<file path="config.mk">
export PLATFORM = sky130hd
export DESIGN_NAME = isms_ctrl
export DESIGN_NICKNAME = d
export VERILOG_FILES = /design/src/rtl/core/isms_pkg.sv /design/src/rtl/core/isms_ctrl.sv
export SDC_FILE = /design/constraint.sdc
export NUM_CORES = 1
export LEC_CHECK = 0
export BUFFER_PORTS_ARGS = -buffer_cell sky130_fd_sc_hd__buf_2
export CAP_MARGIN = 20
export CELL_PAD_IN_SITES_DETAIL_PLACEMENT = 1
export CELL_PAD_IN_SITES_GLOBAL_PLACEMENT = 2
export CORE_MARGIN = 1
export CORE_UTILIZATION = 22
export CTS_CLUSTER_DIAMETER = 100
export DETAILED_ROUTE_END_ITERATION = 8
export GPL_TIMING_DRIVEN = 0
export HOLD_SLACK_MARGIN = 0.1
export PLACE_DENSITY = 0.77
export SLEW_MARGIN = 20
export SYNTH_ARGS = -nofsm -noshare
export SYNTH_HDL_FRONTEND = slang
export SYNTH_SLANG_ARGS = --single-unit
</file>
<file path="constraint.sdc">
create_clock -name clk -period 1.4 [get_ports clk]
set_input_delay 0.07 -clock clk [delete_from_list [all_inputs] [get_ports clk]]
set_output_delay 0.07 -clock clk [all_outputs]
set_load 0.05 [all_outputs]
</file>
<file path="src/rtl/core/isms_pkg.sv">
// ----------------------------------------------------------------------------
// isms_pkg
// Shared types and constants of the Ising site update block.
// ----------------------------------------------------------------------------
package isms_pkg;

  localparam int unsigned COORD_W     = 7;
  localparam int unsigned COORD_RANGE = 2 ** COORD_W;
  localparam int unsigned ACT_W       = 2;
  localparam int unsigned DRAW_W      = 16;
  localparam int unsigned THR_W       = 16;
  localparam int unsigned DE_W        = 5;
  localparam int unsigned APB_DW      = 32;
  localparam int unsigned APB_AW      = 3;

  localparam logic [ACT_W-1:0] ACT_WRITE = 2'd0;
  localparam logic [ACT_W-1:0] ACT_TRIAL = 2'd1;
  localparam logic [ACT_W-1:0] ACT_READ  = 2'd2;

  localparam logic [THR_W-1:0] THR_FOUR_RST  = 16'd1200;
  localparam logic [THR_W-1:0] THR_EIGHT_RST = 16'd22;

  localparam logic REG_THR_FOUR  = 1'b0;
  localparam logic REG_THR_EIGHT = 1'b1;

  // controller to datapath
  typedef struct packed {
    logic load;
    logic rd0;
    logic rd1;
    logic rd2;
    logic commit;
  } isms_cmd_t;

  // datapath to controller
  typedef struct packed {
    logic is_write;
    logic out_free;
  } isms_sts_t;

endpackage

</file>
<file path="src/rtl/core/isms_ctrl.sv">
// ----------------------------------------------------------------------------
// isms_ctrl
// Sequencer: accepts an item, steps the lattice reads, commits the result.
// ----------------------------------------------------------------------------
module isms_ctrl (
  input  logic                clk,
  input  logic                rst_n,
  input  logic                in_valid,
  output logic                in_ready,
  input  isms_pkg::isms_sts_t sts,
  output isms_pkg::isms_cmd_t cmd
);

  typedef enum logic [4:0] {
    ST_IDLE = 5'b00001,
    ST_RD0  = 5'b00010,
    ST_RD1  = 5'b00100,
    ST_RD2  = 5'b01000,
    ST_FIN  = 5'b10000
  } state_t;

  state_t state_r, state_nxt;

  assign in_ready = (state_r == ST_IDLE);

  always_comb begin
    state_nxt  = state_r;
    cmd        = '0;
    case (state_r)
      ST_IDLE: begin
        cmd.load = in_valid;
        if (in_valid) state_nxt = ST_RD0;
      end
      ST_RD0: begin
        cmd.rd0   = 1'b1;
        state_nxt = sts.is_write ? ST_FIN : ST_RD1;
      end
      ST_RD1: begin
        cmd.rd1   = 1'b1;
        state_nxt = ST_RD2;
      end
      ST_RD2: begin
        cmd.rd2   = 1'b1;
        state_nxt = ST_FIN;
      end
      ST_FIN: begin
        cmd.commit = sts.out_free;
        if (sts.out_free) state_nxt = ST_IDLE;
      end
      default: state_nxt = ST_IDLE;
    endcase
  end

  always_ff @(posedge clk) begin
    if (!rst_n) state_r <= ST_IDLE;
    else        state_r <= state_nxt;
  end

endmodule

</file>
Word-level counts from Yosys, hierarchy flattened
Cells that the tools add are included.
Cells by class
  equal/unequal tests: 7
  muxes and demuxes: 9
  reductions and logical operators: 1
Operator list (count)
  one-hot mux 5 bit (5 select lines): 1
  2-to-1 mux 5 bit: 3
  equality test 5 x 1 -> 1 bit (second input constant): 1
  equality test 5 x 2 -> 1 bit (second input constant): 1
  equality test 5 x 3 -> 1 bit (second input constant): 1
  equality test 5 x 4 -> 1 bit (second input constant): 1
  equality test 5 bit (second input constant): 1
  2-to-1 mux 1 bit: 5
  inequality test 2 bit (second input constant): 2
  AND reduction 2 bit: 1
Storage, ports and cells
  bits in registers: 5
  input bits: 5
  output and inout bits: 6
  logic and storage cells: 18

Logic depth before layout (Yosys ltp)
  depth after elaboration: 3
  mapped depth: 3
  depth with buffers taken out: 3

Worst setup path after synthesis
Ideal clock, no wire load.
  path type: register -> register
  from: register state_r[3]
  to: register state_r[3]
  arrival: 1.674 ns
  required time: 1.320 ns
  slack: -0.354 ns
  cell stages (with the launch flop): 4
  path buffers: 0
  clock period less this slack: 1.754 ns
  cell sequence: dfxtp_1 -> or3_1 -> nor3_2 -> nor3b_1
On the way
  longest elaborated chain between the ends: 3
  elaborated cells between the ends (all ways): 9
RTL lines
  start: declaration: line isms_ctrl.sv:22  | state_t state_r, state_nxt;
  start signal: assignment: line isms_ctrl.sv:56  | else state_r <= state_nxt;
  equality test 5 bit or equality test 5 x 1 -> 1 bit (tied branches): line isms_ctrl.sv:29  | case (state_r)
  inequality test 2 bit (no line)
  AND reduction 2 bit (no line)
Parallel ways exist; a longest one is shown, timed or not.
A chain may end at the register's enable or synchronous reset.

==> summary.md <==
| Metric | Value |
|---|---|
| Status | `finished with violations` |
| Violated checks | `negative setup slack` |
| Critical path endpoint category | `output pin` |
| Vias per cell | `4.93` |
| Setup repair after global routing missed its margin | `true` |
| CTS Buf Count | `3` |
| Post-route setup slack | `-0.0288 ns` |
| Mean Syn Cell Area | `9.09 sq um` |
| FF+latch area | `115 sq um` |
| Number of synthesized register bits | `5` |
| Routed WL | `814 um` |
| Share of post-route cells with drive strength above 1 | `51.9%` |
| Total track usage | `13.5%` |
| Root Driver | `clkbuf_4` |
| DRT iter0 DRCs | `2` |
| Core Footprint | `1300 sq um` |
| Min Tclk post-route | `1.43 ns` |
| N_diodes | `0` |
| Register area share after synthesis | `32.4%` |
| GRT Residual Overflow | `0` |
| Largest net degree at the start of global routing | `10` |
| Min-delay worst type | `primary input to flop` |
| Most numerous cell in the Yosys netlist | `nor2_1` |
| Critical Path RT | `1.33 ns` |
| Non-Filler Instances | `69` |
| Post-synth ARST share | `0%` |
| Cells after synthesis | `34` |
| Final Max Tran Viols | `0` |
| Peak supply drop | `0.429 mV` |
| Drt drc | `0` |
| Mapped cell area | `309 sq um` |
| Clk slew on worst S/H paths | `0.05 ns` |
| Power density over the cells | `811 nW/um^2` |
| Area leader, netlist | `dfxtp_1` |
| Placed Instances | `59` |
| Measured slew at the worst slew-check pin | `0.258 ns` |
| Area of the multi-input gates | `229 sq um` |
| Setup CP Type | `flop to output pin` |
| Dpl ws | `-0.0351 ns` |
| Fin crit share | `102%` |
| Post-synth top area share | `32.4%` |
| Slew HR | `82.5%` |
| I/O Buffers | `10` |
| EDFF count, synth | `0` |
| Syn nets | `39` |
| Yosys warns | `0` |
| TritonCTS Sinks | `5` |
| PnR Total Power | `0.417 mW` |
| Ys flop type | `dfxtp_1` |
| Max reg flops | `5` |
| Num ports | `11` |
| Die area | `1560 sq um` |
| Routed Antenna Nets | `0` |
| Crit path DAT | `1.36 ns` |
| Vias in the first global route | `323` |
| Fillers | `156` |
| Max Clock Skew | `0.00131 ns` |
| Initial Util | `23.7%` |
| Final weighted congestion in routability-driven placement | `0.741` |
| Max cap viols | `0` |
| Endpoints failing setup | `1` |
| Top post-synthesis cells by count | `nor2_1 (6), dfxtp_1 (5), and3_1 (4)` |
| Most flops, register | `state_r` |
| Total Nets Final | `60` |
| Final hold vios | `0` |
| Vias | `340` |
| Maximum clock rate | `0.700 GHz` |
| Startpoint types | `flop` |
| Antenna violations before repair | `0` |
| First-pass GRT wire length | `1360 um` |
| H-tree Lvls | `1` |
| Regs by FF count | `state_r x5` |
| Later-pin clock latency in the skew report | `0.24 ns` |
| WL per Instance | `11.8 um` |
| Synth cell types | `20` |
| Row count | `13` |
| Max FO, Critical Path | `7` |
| Layout area overhead | `66.4%` |
| Pre-antenna DRT Iters | `2` |
| Die width | `39.5 um` |
| Synth area leaders | `dfxtp_1 (32%), a2111oi_4 (8.9%), and3_1 (8.1%)` |
| Clock Path Buffers | `2` |
| Die Ht | `39.5 um` |
| Leakage power | `0.201 nW` |
| CTS tree | `yes` |
==> area by class of cell <==
type | count | area share, %
sequential | 5 | 22.4
inverter | 1 | 0.730
clock buffer | 4 | 5.11
tap | 15 | 3.65
multi-input combinational | 28 | 44.5
timing repair buffer | 16 | 23.6
==> per-stage QoR <==
step / setup TNS (ns) / utilization [%] / hold WS, ns / instance area [sq um]
2_1_floorplan: -0.163 / - / 0.147 / 320
3_3_place_gp: -0.0292 / 29.9 / 0.259 / 389
3_5_place_dp: -0.0351 / 29.9 / 0.256 / 389
4_1_cts: -0.0517 / 37.1 / 0.253 / 483
5_1_grt: -0.160 / 39.5 / 0.286 / 514
6_report: -0.0288 / 39.5 / 0.257 / 514
==> repair_timing <==
item                                    in CTS  in global routing
pin swaps                                    1                  1
hold endpoints to repair                     4                  0
resized for setup                           12                  6
hold buffers                                 3                  0
cloned                                       0                  0
setup buffers                                1                  2
endpoints found under the setup margin       5                  6
==> logic make-up (layout without fill, tap and decap cells) <==
kind of cell           Yosys count  after routing  share of synthesized area [%]
AOI/OAI and AO/OA                7              7                           22.3
buffers and inverters            1             21                           1.21
DFF                              5              5                           32.4
and+or+nand+nor                 21             21                           44.1
==> metal layers <==
| layer | track usage, % | vias to the layer above | wire length, um |
|---|---|---|---|
| met5 | 0 | - | 0 |
| met4 | 10.3 | 0 | 6 |
| met3 | 5.11 | 2 | 31 |
| met2 | 18.0 | 8 | 361 |
| met1 | 17.0 | 159 | 414 |
| li1 | - | 171 | - |
==> critical path: stages (launching register included) <==
cell and delay [ns]:
dfxtp_4 0.36, or3_4 0.42, nor3_4 0.15, buf_6 0.18
==> path summary, 6_finish.rpt <==
| kind | endpoint | slack [ns] | start | cells past startpoint |
|---|---|---|---|---|
| max | cmd[2] | -0.03 | state_r[1]$_SDFFE_PN0P_ | 3 |
| min | state_r[0]$_SDFFE_PN1P_ | 0.26 | sts[0] | 4 |
| min reg2reg | state_r[0]$_SDFFE_PN1P_ | 0.56 | state_r[4]$_SDFFE_PN0P_ | 2 |
| max reg2reg | state_r[0]$_SDFFE_PN1P_ | 0.04 | state_r[4]$_SDFFE_PN0P_ | 3 |
==> cell usage in the layout (no fill, tap or decap), types with 2 or more instances in the layout <==
cell / n
buf_2: 7
nor2_1: 4
buf_4: 4
dfxtp_4: 4
and3_1: 3
clkbuf_4: 3
dlygate4sd3_1: 3
o21ai_0: 2
==> report_power, final <==
group	total [mW]	switching (mW)	internal (mW)	leakage (nW)
sequential	0.153	0.00948	0.143	0.0431
combinational	0.0947	0.0524	0.0423	0.143
clock	0.170	0.0617	0.108	0.0150
No activity file was read; power rests on OpenSTA's default activity.
